[config.mk]
export PLATFORM = sky130hd
export DESIGN_NAME = quadrature_edge_decoder_counter
export DESIGN_NICKNAME = d
export VERILOG_FILES = /design/src/design/qedc_pkg.sv /design/src/design/qedc_step.sv /design/src/design/quadrature_edge_decoder_counter.sv
export SDC_FILE = /design/constraint.sdc
export NUM_CORES = 1
export LEC_CHECK = 0
export BUFFER_PORTS_ARGS = -buffer_cell sky130_fd_sc_hd__buf_2
export CORE_MARGIN = 1
export CORE_UTILIZATION = 60
export DETAILED_ROUTE_END_ITERATION = 8
export GPL_TIMING_DRIVEN = 0
export MAX_ROUTING_LAYER = met4
export PLACE_DENSITY = 0.88
export SETUP_SLACK_MARGIN = 0.02
export SYNTH_ARGS = -nofsm -noshare
export SYNTH_HDL_FRONTEND = slang
export SYNTH_SLANG_ARGS = --single-unit
[constraint.sdc]
create_clock -name clk -period 8.1 [get_ports clk]
set_input_delay 0.81 -clock clk [delete_from_list [all_inputs] [get_ports clk]]
set_output_delay 0.81 -clock clk [all_outputs]
set_load 0.1 [all_outputs]
[src/design/qedc_pkg.sv]
// package of types, codes and the phase transition table for the quadrature edge decoder
`default_nettype none

package qedc_pkg;

    // widths of the payload
    localparam int unsigned COUNT_W = 32;
    localparam int unsigned STEP_W  = 2;

    typedef logic [1:0]                 phase_t;
    typedef logic [2:0]                 act_t;
    typedef logic [1:0]                 event_t;
    typedef logic [STEP_W-1:0]          step_t;
    typedef logic signed [COUNT_W-1:0]  count_t;

    // item function codes
    localparam logic FUNC_EDGE = 1'b0;
    localparam logic FUNC_LOAD = 1'b1;

    // encoder phases
    localparam phase_t PHASE_REST     = 2'd0;
    localparam phase_t PHASE_A_LOW    = 2'd1;
    localparam phase_t PHASE_BOTH_LOW = 2'd2;
    localparam phase_t PHASE_B_LOW    = 2'd3;

    // edge events, coded as {line_is_b, falling}
    localparam event_t EV_A_RISE = 2'd0;
    localparam event_t EV_A_FALL = 2'd1;
    localparam event_t EV_B_RISE = 2'd2;
    localparam event_t EV_B_FALL = 2'd3;

    // table actions
    localparam act_t ACT_NONE    = 3'd0;
    localparam act_t ACT_CLEAR   = 3'd1;
    localparam act_t ACT_ARM_CW  = 3'd2;
    localparam act_t ACT_ARM_CCW = 3'd3;
    localparam act_t ACT_CW      = 3'd4;
    localparam act_t ACT_CCW     = 3'd5;

    // step codes
    localparam step_t STEP_NONE = 2'b00;
    localparam step_t STEP_CW   = 2'b01;
    localparam step_t STEP_CCW  = 2'b11;

    typedef struct packed {
        phase_t next;
        act_t   act;
    } trans_t;

    // one input beat
    typedef struct packed {
        logic   func;
        logic   line_is_b;
        logic   rising;
        count_t load_value;
    } item_t;

    // decoder state
    typedef struct packed {
        phase_t phase;
        logic   cw_armed;
        logic   ccw_armed;
        count_t position;
    } dec_state_t;

    // phase transition table
    function automatic trans_t trans_lookup(input phase_t ph, input event_t ev);
        trans_t t;
        t.next = PHASE_REST;
        t.act  = ACT_NONE;
        case ({ph, ev})
            {PHASE_REST, EV_A_RISE}:     begin t.next = PHASE_REST;     t.act = ACT_CLEAR;   end
            {PHASE_REST, EV_A_FALL}:     begin t.next = PHASE_A_LOW;    t.act = ACT_ARM_CW;  end
            {PHASE_REST, EV_B_RISE}:     begin t.next = PHASE_REST;     t.act = ACT_CLEAR;   end
            {PHASE_REST, EV_B_FALL}:     begin t.next = PHASE_B_LOW;    t.act = ACT_ARM_CCW; end
            {PHASE_A_LOW, EV_A_RISE}:    begin t.next = PHASE_REST;     t.act = ACT_CCW;     end
            {PHASE_A_LOW, EV_A_FALL}:    begin t.next = PHASE_A_LOW;    t.act = ACT_NONE;    end
            {PHASE_A_LOW, EV_B_RISE}:    begin t.next = PHASE_A_LOW;    t.act = ACT_NONE;    end
            {PHASE_A_LOW, EV_B_FALL}:    begin t.next = PHASE_BOTH_LOW; t.act = ACT_NONE;    end
            {PHASE_BOTH_LOW, EV_A_RISE}: begin t.next = PHASE_B_LOW;    t.act = ACT_NONE;    end
            {PHASE_BOTH_LOW, EV_A_FALL}: begin t.next = PHASE_BOTH_LOW; t.act = ACT_NONE;    end
            {PHASE_BOTH_LOW, EV_B_RISE}: begin t.next = PHASE_A_LOW;    t.act = ACT_NONE;    end
            {PHASE_BOTH_LOW, EV_B_FALL}: begin t.next = PHASE_BOTH_LOW; t.act = ACT_NONE;    end
            {PHASE_B_LOW, EV_A_RISE}:    begin t.next = PHASE_B_LOW;    t.act = ACT_NONE;    end
            {PHASE_B_LOW, EV_A_FALL}:    begin t.next = PHASE_BOTH_LOW; t.act = ACT_NONE;    end
            {PHASE_B_LOW, EV_B_RISE}:    begin t.next = PHASE_REST;     t.act = ACT_CW;      end
            {PHASE_B_LOW, EV_B_FALL}:    begin t.next = PHASE_B_LOW;    t.act = ACT_NONE;    end
            default:                     begin t.next = PHASE_REST;     t.act = ACT_NONE;    end
        endcase
        return t;
    endfunction

endpackage

`default_nettype wire

[src/design/qedc_step.sv]
// next-state and step logic of the quadrature decoder for one beat
`default_nettype none

module qedc_step (
    input  wire qedc_pkg::item_t      item,
    input  wire qedc_pkg::dec_state_t cur,
    output qedc_pkg::dec_state_t      nxt,
    output qedc_pkg::step_t           step
);

    qedc_pkg::trans_t trans;
    qedc_pkg::event_t ev;

    // event code: line in the upper bit, falling in the lower bit
    assign ev    = {item.line_is_b, ~item.rising};
    assign trans = qedc_pkg::trans_lookup(cur.phase, ev);

    // apply the table action, or the load
    always_comb
    begin
        nxt  = cur;
        step = qedc_pkg::STEP_NONE;
        if (item.func == qedc_pkg::FUNC_LOAD)
        begin
            nxt.position = item.load_value;
        end
        else
        begin
            case (trans.act)
                qedc_pkg::ACT_CLEAR:
                begin
                    nxt.cw_armed  = 1'b0;
                    nxt.ccw_armed = 1'b0;
                end
                qedc_pkg::ACT_ARM_CW:
                begin
                    if (!cur.cw_armed)
                    begin
                        nxt.cw_armed  = 1'b1;
                        nxt.ccw_armed = 1'b0;
                    end
                end
                qedc_pkg::ACT_ARM_CCW:
                begin
                    if (!cur.ccw_armed)
                    begin
                        nxt.ccw_armed = 1'b1;
                        nxt.cw_armed  = 1'b0;
                    end
                end
                qedc_pkg::ACT_CW:
                begin
                    if (cur.cw_armed)
                    begin
                        nxt.position  = cur.position + qedc_pkg::count_t'(1);
                        step          = qedc_pkg::STEP_CW;
                        nxt.cw_armed  = 1'b0;
                        nxt.ccw_armed = 1'b0;
                    end
                end
                qedc_pkg::ACT_CCW:
                begin
                    if (cur.ccw_armed)
                    begin
                        nxt.position  = cur.position - qedc_pkg::count_t'(1);
                        step          = qedc_pkg::STEP_CCW;
                        nxt.cw_armed  = 1'b0;
                        nxt.ccw_armed = 1'b0;
                    end
                end
                default:
                begin
                    nxt = cur;
                end
            endcase
            nxt.phase = trans.next;
        end
    end

endmodule

`default_nettype wire

[src/design/quadrature_edge_decoder_counter.sv]
// top level of the quadrature edge decoder with position counter
`default_nettype none

// Each input beat is an edge event on encoder line A or B, or a load of the
// position count; each one yields exactly one result beat with the count after
// it and the step it applied (+1, -1 or 0). The block takes one beat per
// cycle while the output is not stalled: a beat sits in the input register
// while the phase table and the 32-bit count update work on it, and its
// result then moves into the output register. The decoder state advances as
// a beat moves into the output register, so back-to-back beats see each
// other's updates. in_ready follows out_ready combinationally; a stalled
// output holds its beat and, once the input register is also full, the
// input side stalls too.

module quadrature_edge_decoder_counter (
    input  wire                     clk,
    input  wire                     rst_n,
    input  wire                     in_valid,
    output logic                    in_ready,
    input  wire                     func,
    input  wire                     line_is_b,
    input  wire                     rising,
    input  wire qedc_pkg::count_t   load_value,
    output logic                    out_valid,
    input  wire                     out_ready,
    output qedc_pkg::count_t        count,
    output qedc_pkg::step_t         step
);

    logic                 s1_valid_reg;
    qedc_pkg::item_t      s1_item_reg;
    qedc_pkg::dec_state_t state_reg;
    qedc_pkg::dec_state_t state_next;
    qedc_pkg::step_t      step_next;
    logic                 out_valid_reg;
    qedc_pkg::count_t     count_reg;
    qedc_pkg::step_t      step_reg;
    logic                 advance;

    // handshake
    assign advance  = s1_valid_reg && (!out_valid_reg || out_ready);
    assign in_ready = !s1_valid_reg || advance;

    // input register
    always_ff @(posedge clk or negedge rst_n)
    begin
        if (!rst_n)
        begin
            s1_valid_reg <= 1'b0;
        end
        else if (in_ready)
        begin
            s1_valid_reg <= in_valid;
        end
    end

    always_ff @(posedge clk)
    begin
        if (in_valid && in_ready)
        begin
            s1_item_reg <= '{func: func, line_is_b: line_is_b, rising: rising,
                             load_value: load_value};
        end
    end

    // decode logic
    qedc_step u_step (
        .item (s1_item_reg),
        .cur  (state_reg),
        .nxt  (state_next),
        .step (step_next)
    );

    // decoder state
    always_ff @(posedge clk or negedge rst_n)
    begin
        if (!rst_n)
        begin
            state_reg <= '{phase: qedc_pkg::PHASE_REST, cw_armed: 1'b0, ccw_armed: 1'b0,
                           position: '0};
        end
        else if (advance)
        begin
            state_reg <= state_next;
        end
    end

    // result register
    always_ff @(posedge clk or negedge rst_n)
    begin
        if (!rst_n)
        begin
            out_valid_reg <= 1'b0;
        end
        else if (advance)
        begin
            out_valid_reg <= 1'b1;
        end
        else if (out_ready)
        begin
            out_valid_reg <= 1'b0;
        end
    end

    always_ff @(posedge clk)
    begin
        if (advance)
        begin
            count_reg <= state_next.position;
            step_reg  <= step_next;
        end
    end

    assign out_valid = out_valid_reg;
    assign count     = count_reg;
    assign step      = step_reg;

endmodule

`default_nettype wire

---- Word-level counts from Yosys, hierarchy flattened ----
Memories as Yosys holds them, arrays and structs flattened.
Cells that the tools add are included.
word-level totals
  flip-flop bits (word level) ............. 107
  ROM bits ................................ 80
  input port bits ......................... 39
  output and inout bits ................... 36
  word-level logic and storage cells ...... 49
  memories ................................ 1
memory list
  memory           depth  bits a word  read ports  clocked after Yosys merged registers in  write ports  RTL line        source
  (no name shown)  16     5            1           0                                        0            qedc_pkg.sv:71  case ({ph, ev})
operators by class
  add/subtract/negate cells ............... 2
  equal/unequal tests ..................... 9
  muxes and demuxes ....................... 12
  bitwise operators ....................... 2
  reductions and logical operators ........ 11
operators with widths
  cell                                                                    count
  32-bit case mux with 2 select lines                                     1
  34-bit 2-to-1 mux                                                       1
  33-bit 2-to-1 mux                                                       1
  32-bit by 2-bit adder with 32-bit output (second input constant)        1
  32-bit 2-to-1 mux                                                       1
  32-bit by 2-bit subtractor with 32-bit output (second input constant)   1
  2-bit case mux with 5 select lines                                      1
  5-bit AND reduction                                                     2
  2-bit inequality test (second input constant)                           4
  3-bit by 2-bit equality test with 1-bit output (second input constant)  2
  3-bit equality test (second input constant)                             2
  5-bit nonzero test                                                      1
  1-bit 2-to-1 mux                                                        4
  2-bit 2-to-1 mux                                                        2
  2-bit case mux with 2 select lines                                      1
  3-bit by 1-bit equality test with 1-bit output (second input constant)  1
  1-bit logical AND                                                       2
  1-bit logical NOT                                                       2
  1-bit logical OR                                                        2
  1-bit NOT                                                               2
  2-bit AND reduction                                                     1
  2-bit nonzero test                                                      1

---- Logic depth before layout (Yosys ltp) ----
Gate-level depths: netlist of run 1.
  depth after elaboration ................. 5
  depth in mapped cells ................... 9
  mapped depth without buffers ............ 8

---- Modules after synthesis ----
From an unflattened synthesis of run 1, not the netlist that was laid out.
second synthesis, totals
  cell total of the unflattened synthesis .. 562
  area total of the unflattened synthesis .. 6033.3 um2
modules (own cells, without submodules)
  module                           instances  cells each  area each (um2)  seq. area each (um2)
  quadrature_edge_decoder_counter  1          153         3626.0           3022.9
  qedc_step                        1          409         2407.3           0.0

---- Worst setup path after synthesis of run 1 ----
No wires, ideal clock.
  path kind ............................... register to register
  from .................................... reg out_valid_reg (netlist: out_valid)
  to ...................................... reg s1_item_reg[0] (netlist name), enable pin
  library setup time ...................... 0.420 ns
  data arrival time ....................... 2.763 ns
  required time ........................... 7.680 ns
  slack ................................... 4.916 ns
  cell stages (with the launch flop) ...... 3
  buffers on the path ..................... 0
  clock period less this slack ............ 3.184 ns
  cell sequence ........................... dfrtp_1 > nand3b_1 > and2_1
between the ends
  cells in the longest elaborated chain, start to end .. 5
RTL lines
  what                      RTL line                                source
  start: declaration        quadrature_edge_decoder_counter.sv:35   logic out_valid_reg;
  start signal: assignment  quadrature_edge_decoder_counter.sv:93   out_valid_reg <= 1'b0;
  start signal: assignment  quadrature_edge_decoder_counter.sv:97   out_valid_reg <= 1'b1;
  start signal: assignment  quadrature_edge_decoder_counter.sv:101  out_valid_reg <= 1'b0;
  1-bit logical NOT         quadrature_edge_decoder_counter.sv:41   assign advance = s1_valid_reg && (!out_valid_reg || out_ready);
  1-bit logical OR          quadrature_edge_decoder_counter.sv:41
  1-bit logical AND         quadrature_edge_decoder_counter.sv:41
  1-bit logical OR          quadrature_edge_decoder_counter.sv:42   assign in_ready = !s1_valid_reg || advance;
  named net in_ready        quadrature_edge_decoder_counter.sv:19   output logic in_ready,
  1-bit logical AND         quadrature_edge_decoder_counter.sv:59   if (in_valid && in_ready)
  end signal: assignment    quadrature_edge_decoder_counter.sv:61   s1_item_reg <= '{func: func, line_is_b: line_is_b, rising: rising,
  end: declaration          quadrature_edge_decoder_counter.sv:31   qedc_pkg::item_t s1_item_reg;
The timed path passes the listed nets, and every way through them passes these cells.
A chain may end at the register's enable or synchronous reset.

==> results list, run 1 <==
* Cell area after synthesis: approximately 5900 sq um
- Crit. End Element: flip-flop
* Required time at the endpoint of the critical path: a little over 8000 ps
- Hold_sp: s1_valid_reg
- Counting instances, the worst hold path has a depth of 1.
- The count of final max-slew check failures is 0.
* Initial core utilization: a little over three fifths
* Number of violations reported at the end of detailed-routing iteration 0: roughly 430
* Post-CTS Setup Bufs: 0
* Total power density per cell area: ~240 nW/um^2
- Synthesized-area fraction occupied by ao, oa, aoi and oai cells: between 15 and 20%
- The initial antenna violation count came to 0.
- The layout has 731 filler cells.
- Total power of the final layout: between 1500 and 2000 uW
- After Yosys synthesis, and, or, nand and nor cells account for between 10% and 20% of the synthesized area.
* Port-buffer cells: 74
- Count of hold buffers inserted by post-cts repair: 0
- Total number of yosys warnings: 0
- Sequential area share after synthesis: about half
* Status: finished, final reports clean
- Measured against the total synthesized area, the mux share comes to 1.81%.
* First-pass iteration count of the detailed router: 6
- The floorplan step defined a die boundary enclosing between 10000 and 15000 sq um.
- Depth of the most critical reg-to-reg path: 8
- Across the run, the number of max-cap violations was 0.
- Final Critical Period: approximately 3700 ps
* Wire length per cell after detailed routing: between 20 and 25 microns
- Data arrival at the endpoint of the critical path: 3760 ps
- In this run, synthesis inferred 69 flip-flops with an integrated enable.
* Area Growth Syn to Fin: 12.7%
- Detailed-route vias per instance: 6.50
- Number of core rows: 35
- FFs w/ async S/R, synth: 35.5%
* TritonCTS clock tree: yes
- Relative slew margins: between 30% and 40%
- HP Class: flip-flop to flip-flop
- Clock insertion delay at the later pin of the skew report: 380 ps
* Combinational family with the most area after synthesis: simple AND/OR/NAND/NOR gates
- In the post-synthesis netlist, the biggest area contributors are sky130_fd_sc_hd__edfxtp_1 35%, sky130_fd_sc_hd__dfrtp_1 16%, sky130_fd_sc_hd__nand2_1 3.7%, sky130_fd_sc_hd__o21ai_0 3.2%, sky130_fd_sc_hd__xor2_1 2.4%.
- In the final design database the tool counted ~710 nets.
- Post-CTS clock slew at the launch and capture registers of the worst setup and hold paths: approximately 100 ps
* Worst voltage drop across the vdd grid: 181 uV
* WHS Endpoint: out_valid
* Total CTS buffers: 9
- Static timing analysis puts the maximum clock frequency at about 270 MHz.
* Number of H-tree levels: 3
- Summed over all cells, the static leakage comes to between 0.002 and 0.003 uW.
- Vias in the first global route: about 5000
- Final Cycle Share: between 40% and 50%
- Wire length of the first global-routing pass: about 26000 microns
- The number of nets handed over by synthesis was roughly 620.
- Unique cell type count in the Yosys netlist: 74
- The startpoint identified for the worst register-to-register timing path is s1_item_reg[33].
- Along the worst path, the maximum fanout reaches 8.
- For the pin with the worst max-slew slack, the measured transition is just under 1000 ps.
- Each instance of the synthesized netlist takes up on average ~10 sq um.
* Largest buffer count on any clock path: 2
- Post-cts repair resize count: 0
- The synthesized design devotes to its leading area cell type between 30% and 40% of total area.
* Worst-case clock skew: ~10 ps
- Setup violations remaining at the end of the flow were counted as 0.
- Root Buffer: sky130_fd_sc_hd__clkbuf_8
- After detailed routing, the number of remaining DRC violations is 0.
* RSZ-0062 raised after global routing: no
- The floorplan step defined a core boundary enclosing between 9000 and 10000 sq um.
- Kind of launch point of the worst setup path: flip-flop
* Adder-cell share of the synthesized area: roughly 1.3%
- sky130_fd_sc_hd__edfxtp_1 takes more of the synthesized area than any other cell.
- Global routing finished with a remaining overflow of 0.
- CTS saw around 110 sinks.
- The detail route stage leaves a number of antenna-violating nets equal to 0.
- The detailed router placed about 5200 vias in this run.
- In this run the register-to-register setup slack is roughly 4400 ps.
- Cells with a size suffix above 1 make up 18.2% of the layout.
* Total inserted antenna cells: 0
* Drt total wl: 16800 microns
- After routing, the total negative slack on setup checks comes to 0 ps.
- Seq cells post-synth: ~110
- Routability-driven placement congestion ratio: 0.928
* Hold violation total from the final report: 0
* Synth Instances: approximately 570
- Vert. Die Dim: 101 microns
* IO Count: 75
* Combined global-route utilization of all metal layers: approximately 36%
- The register with the most flip-flops in the layout has 36 of them.
- Type of the worst setup path: flip-flop to flip-flop
* DP Wirelength: 11800 microns
- Die boundary width: ~100 microns
- Entering global routing, the biggest net connects 39 pins.
- In this run the critical register-to-register path is captured at count[24].
* Parity-gate share of the synthesized area counting xor and xnor cells: 4.61%
- Most used flip-flop cell after synthesis: sky130_fd_sc_hd__edfxtp_1
synthesized netlist by cell type, drive strengths merged, types with 11 or more instances:
| library cell | count |
|---|---|
| edfxtp | 69 |
| a21oi | 27 |
| o22ai | 11 |
| xor2 | 16 |
| clkbuf | 38 |
| nand2 | 58 |
| inv | 12 |
| xnor2 | 15 |
| nor3 | 17 |
| dfrtp | 38 |
| nor2 | 34 |
| o21ai | 39 |
| nor4 | 15 |
| nand3 | 14 |
routing by layer:
layer | GRT usage, % | up-vias | part of all wire [%]
met1 | 46.0 | 2467 | 41
met3 | 7.28 | 51 | 9.1
met4 | 17.2 | 0 | 2.9
met5 | - | - | 0
li1 | - | 2347 | -
met2 | 53.7 | 293 | 47
how the worst max path moves through the flow:
stage / from / end / cells after the start
5_1_grt: s1_item_reg[33] / count[24] / 8
2_1_floorplan: out_valid / s1_item_reg[0] / 2
3_5_place_dp: s1_item_reg[33] / count[24] / 8
3_3_place_gp: out_ready / count[21] / 5
4_1_cts: s1_item_reg[33] / count[24] / 8
6_report: s1_item_reg[33] / count[24] / 8
power by group:
part / switching, uW / internal [uW]
sequential: 50.9 / 665
combinational: 388 / 147
clock: 199 / 121
critical path: stages (launching register included):
cell                       delay, ps
sky130_fd_sc_hd__edfxtp_1        510
sky130_fd_sc_hd__inv_1           130
sky130_fd_sc_hd__ha_1            190
sky130_fd_sc_hd__nor4bb_1        860
sky130_fd_sc_hd__nand3_1         630
sky130_fd_sc_hd__nor2_1          510
sky130_fd_sc_hd__a32oi_1         260
sky130_fd_sc_hd__xor2_1          200
sky130_fd_sc_hd__o21ai_0          90
layout make-up:
type / instances / area [sq um] / area share (%)
sequential: 107 / 3020 / 45.5
multi-input combinational: 407 / 2610 / 39.4
timing repair buffer: 75 / 398 / 5.99
buffer: 47 / 208 / 3.13
tap: 129 / 161 / 2.43
clock buffer: 9 / 124 / 1.87
clock inverter: 7 / 65.1 / 0.980
inverter: 13 / 48.8 / 0.735
placed cells by master (no fill, tap or decap), types with 4 or more instances in the layout:
cell and instances:
sky130_fd_sc_hd__edfxtp_1 69, sky130_fd_sc_hd__buf_2 76, sky130_fd_sc_hd__o21ai_0 38, sky130_fd_sc_hd__xor2_1 16, sky130_fd_sc_hd__nand4_1 9, sky130_fd_sc_hd__and4_1 6
sky130_fd_sc_hd__o22ai_1 11, sky130_fd_sc_hd__o31a_1 4, sky130_fd_sc_hd__nand3_1 14, sky130_fd_sc_hd__a31oi_1 9, sky130_fd_sc_hd__mux2_2 5, sky130_fd_sc_hd__ha_1 6
sky130_fd_sc_hd__and2_1 4, sky130_fd_sc_hd__xnor2_1 15, sky130_fd_sc_hd__nor2b_1 5, sky130_fd_sc_hd__inv_1 12, sky130_fd_sc_hd__a32oi_1 6, sky130_fd_sc_hd__nor2_1 34
sky130_fd_sc_hd__clkbuf_1 36, sky130_fd_sc_hd__and3_1 9, sky130_fd_sc_hd__clkbuf_8 9, sky130_fd_sc_hd__nor4_1 14, sky130_fd_sc_hd__nand2_1 58, sky130_fd_sc_hd__dfrtp_1 38
sky130_fd_sc_hd__or4_1 6, sky130_fd_sc_hd__nor3_1 16, sky130_fd_sc_hd__a21oi_1 27, sky130_fd_sc_hd__nand2b_1 7, sky130_fd_sc_hd__mux2i_1 5, sky130_fd_sc_hd__a2bb2oi_1 7
sky130_fd_sc_hd__o21a_1 6, sky130_fd_sc_hd__o31ai_1 6
cells by family after synthesis:
kind of cell | count (synthesis)
AOI/OAI and AO/OA | 156
xor gates and xnor gates | 31
adders and majority gates | 6
buffers and inverters | 60
DFF | 107
muxes | 10
and+or+nand+nor | 204
stage by stage:
| stage | hold slack (ps) | cells | instance area [sq um] | util, % | setup slack [ps] |
|---|---|---|---|---|---|
| floorplan | 457 | 574 | 5890 | - | 4920 |
| global placement | 473 | 777 | 6420 | 68.5 | 4300 |
| detailed placement | 480 | 778 | 6450 | 68.9 | 4600 |
| CTS | 510 | 794 | 6640 | 70.9 | 4550 |
| global route | 534 | 794 | 6640 | 70.9 | 4230 |
| finish | 509 | 794 | 6640 | 70.9 | 4440 |
Note: power is estimated with default switching activity, not from simulation.
==> run 2: changes to the inputs <==
- ABC_AREA: default -> 1
- CORE_UTILIZATION: 60 -> 53
- PLACE_DENSITY: 0.88 -> 0.83
- clock period: 8.1 -> 3.15 ns (I/O delays scaled with it)
==> results list, run 2 <==
- Status: finished, final reports clean
- By startpoint and endpoint, the worst setup path is classified as flip-flop to flip-flop.
- Detailed-route vias per instance: approximately 5.5
- In the post-synthesis netlist, the biggest area contributors are sky130_fd_sc_hd__edfxtp_1 33%, sky130_fd_sc_hd__dfrtp_1 15%, sky130_fd_sc_hd__nand2_1 14%, sky130_fd_sc_hd__nand3_1 6.7%, sky130_fd_sc_hd__nor2_1 5.3%.
- Post-cts repair resize count: 0
* Achievable frequency: approximately 400 MHz
- Count of hold buffers inserted by post-cts repair: 0
- For this run, the slowest stage of the critical path takes approximately 650 ps.
* GRT overflow: 0
- Largest buffer count on any clock path: 2
* Syn Nets: 817
* Post-Route Setup TNS: 0 ps
- The tightest hold path in the finished design has a slack of 90.0 ps.
- Area Growth Syn to Fin: 14.0%
- In the global route stage, overall resource usage came out at 30.2%.
- Wire length of the first global-routing pass: ~27000 microns
* Post-Place Cells: between 900 and 1000
* Number of setup violations in the final report: 0
* Clock share of power: 18.7%
- Synthesis produced approximately 770 cells.
* Worst voltage drop across the vdd grid: ~730 uV
* Net count reported at finish: around 900
- Slew at the pin closest to its max-slew limit: 941 ps
* Data arrival at the endpoint of the critical path: ~2600 ps
* Final Critical Period: approximately 2500 ps
* Port-buffer cells: 74
* RSZ-0062 raised after global routing: no
- For this run, the leading register cell type out of synthesis is sky130_fd_sc_hd__edfxtp_1.
- For this block, the via count after detailed routing is between 5000 and 6000.
- Net load switching power: around 2900 uW
- For the final database, setup skew stands at 8.51 ps.
- Total CTS buffers: 9
- Crit. End Element: flip-flop
- The worst register-to-register path begins at s1_item_reg[34].
* Number of H-tree levels: 3
* Library cell appearing most often on the critical path: sky130_fd_sc_hd__clkbuf_1
- The die covers approximately 12000 sq um.
- The final hold violation count was 0.
* Final core utilization: 62.0%
* Count of flip-flops with a built-in enable after synthesis: 69
* Final Cycle Share: 78.3%
* Required time at the endpoint of the critical path: 3230 ps
- After detailed routing, the number of remaining DRC violations is 0.
- Routability-driven placement congestion ratio: ~0.97
* Share of final-layout standard cells stronger than drive strength 1: 18.2%
- The share of the Yosys chip area taken by registers is approximately half.
- For this design the static power due to leakage is approximately 0.0032 uW.
- Clock tree synthesis selected as its root buffer the cell sky130_fd_sc_hd__clkbuf_16.
- In this run the power density over the cells is approximately 850 nW/um^2.
* Total inserted antenna cells: 0
- In this run the cell area of the synthesized design comes to 6240 sq um.
* Number of max-capacitance violations reported: 0
- Once the clock tree was built, the setup fixing pass inserted 0 buffers.
- Post-CTS clock slew at the launch and capture registers of the worst setup and hold paths: 70 ps
* Drt total wl: roughly 17000 microns
- Share of total power in sequential cells: 35.3%
- Flip-flop count of the largest register, all copies and words added: 36
- Most common cell in the netlist: sky130_fd_sc_hd__nand2_1
- In this run, synthesis produced a sequential element count of approximately 110.
* Cell at the slowest stage of the critical path: sky130_fd_sc_hd__clkbuf_1
* Number of violations reported at the end of detailed-routing iteration 0: 554
- For this configuration, the core starts out at a cell density of between 50% and 60%.
- The die is roughly 110 microns wide.
- The endpoint identified for the worst register-to-register timing path is count[6].
- Kind of launch point of the worst setup path: flip-flop
- For the worst flop-to-flop path, the logic depth is 5.
- From bottom edge to top edge, the die measures 110 microns.
- Leaving out fill and tap cells, the most frequent cell in the layout is sky130_fd_sc_hd__nand2_1.
- In this run the worst path has a maximum fanout of 10.
- HP Class: input port to asynchronous set/reset pin
- Cell internal power was estimated by the tool at approximately 3200 uW.
- Entering global routing, the biggest net connects 44 pins.
- The later pin in the worst-skew pair is clocked with a latency of approximately 370 ps.
* Cell type contributing the most total cell area after synthesis: sky130_fd_sc_hd__edfxtp_1
- The total area inside the core boundary comes to 11500 sq um.
* Initial antenna violation count: 0
- The share of synthesized area in the top cell type comes to around 33%.
- TritonCTS built the clock tree.
- In the final routed layout, each cell accounts on average for about 17 microns.
* IO Count: 75
* Synth top cells by count: 231 x sky130_fd_sc_hd__nand2_1, 88 x sky130_fd_sc_hd__nor2_1, 83 x sky130_fd_sc_hd__nand3_1, 75 x sky130_fd_sc_hd__inv_1, 69 x sky130_fd_sc_hd__edfxtp_1
* Antenna violation net count after detailed routing: 0
- Of the total power, the share spent switching nets is 47.6%.
* Number of clock sinks seen by CTS: ~110
- FFs w/ async S/R, synth: 35.5%
- The initialized floorplan defines 39 standard-cell rows.
- Mean instance size in the synthesized netlist: just over 8 sq um
- Most frequent cells in the layout: 231 x sky130_fd_sc_hd__nand2_1, 88 x sky130_fd_sc_hd__nor2_1, 87 x sky130_fd_sc_hd__buf_2
* Unique cell type count in the Yosys netlist: 43
- DP Wirelength: approximately 13000 microns
* Vias in the first global route: between 5000 and 6000
- Series of cell instances along the critical path: buf_2 -> clkinv_1 -> clkbuf_1 -> clkbuf_1 -> a31oi_1
- Yosys printed 0 warnings.
* Relative slew margins: 37.3%
* Final Max Slew Viols: 0
- First-pass iteration count of the detailed router: 6
- After the flow finishes, the layout carries non-filler instances totaling 1006.
- Combinational cell fraction of total power: between 40% and 50%
- Register-to-register setup slack: 680 ps
[run 2: area by class of cell]
| class | instances | area, sq um |
|---|---|---|
| plain buffers | 27 | 174 |
| well taps | 143 | 179 |
| repair buffers | 75 | 398 |
| multi-input cells | 553 | 2720 |
| clock inverters | 7 | 68.8 |
| clock buffers | 9 | 225 |
| fillers | 1034 | 4360 |
| flip-flops and latches | 107 | 3020 |
| inverters | 85 | 322 |
[run 2: cells by family after synthesis]
logic type | Yosys count | synth area share (%)
XOR/XNOR | 10 | 1.40
flip-flops | 107 | 48.5
adder cells (fa/ha/maj) | 6 | 1.20
AO/OA/AOI/OAI | 60 | 5.98
AND/OR/NAND/NOR | 477 | 35.0
buffers and inverters | 112 | 7.94
[run 2: stage by stage]
stage                     setup WS (ps)  total power [uW]  instance area [sq um]
after floorplan                    36.4              4250                   6240
final                               683              6030                   7110
after global routing                555              6370                   7110
after CTS                           714              6010                   7110
after global placement              724              4840                   6790
after detailed placement            730              4880                   6810
[run 2: power by group through the flow]
| stage | Sequential (uW) | Clock, uW | Combinational [uW] |
|---|---|---|---|
| 6_report | 2130 | 1130 | 2780 |
| 5_1_grt | 2160 | 1200 | 3010 |
| 4_1_cts | 2120 | 1140 | 2760 |
| 3_5_place_dp | 2140 | 0 | 2740 |
| 3_3_place_gp | 2140 | 0 | 2710 |
| 2_1_floorplan | 2710 | 0 | 1540 |
[run 2: worst max path at each step]
stage | start | to | slack (ps) | depth (start not counted)
floorplan | out_valid | s1_item_reg[0] | 40 | 3
global placement | s1_item_reg[34] | count[6] | 720 | 5
detailed placement | s1_item_reg[34] | count[6] | 730 | 5
CTS | s1_item_reg[34] | count[6] | 710 | 5
global route | s1_item_reg[34] | count[6] | 560 | 5
finish | s1_item_reg[34] | count[6] | 680 | 5
[run 2: worst max-delay path: cells and delay by family, from the launching register on]
family | cells | cell delay (ps)
DFF | 1 | 350
AOI/OAI and AO/OA | 1 | 220
buffers and inverters | 4 | 1610
[run 2: layer usage]
metal	track usage (%)	part of all wire, %	vias up
li1	-	-	2706
met1	41.0	45	2581
met2	44.4	44	225
met3	6.86	7.9	42
met4	10.8	2.5	0
met5	-	0	-
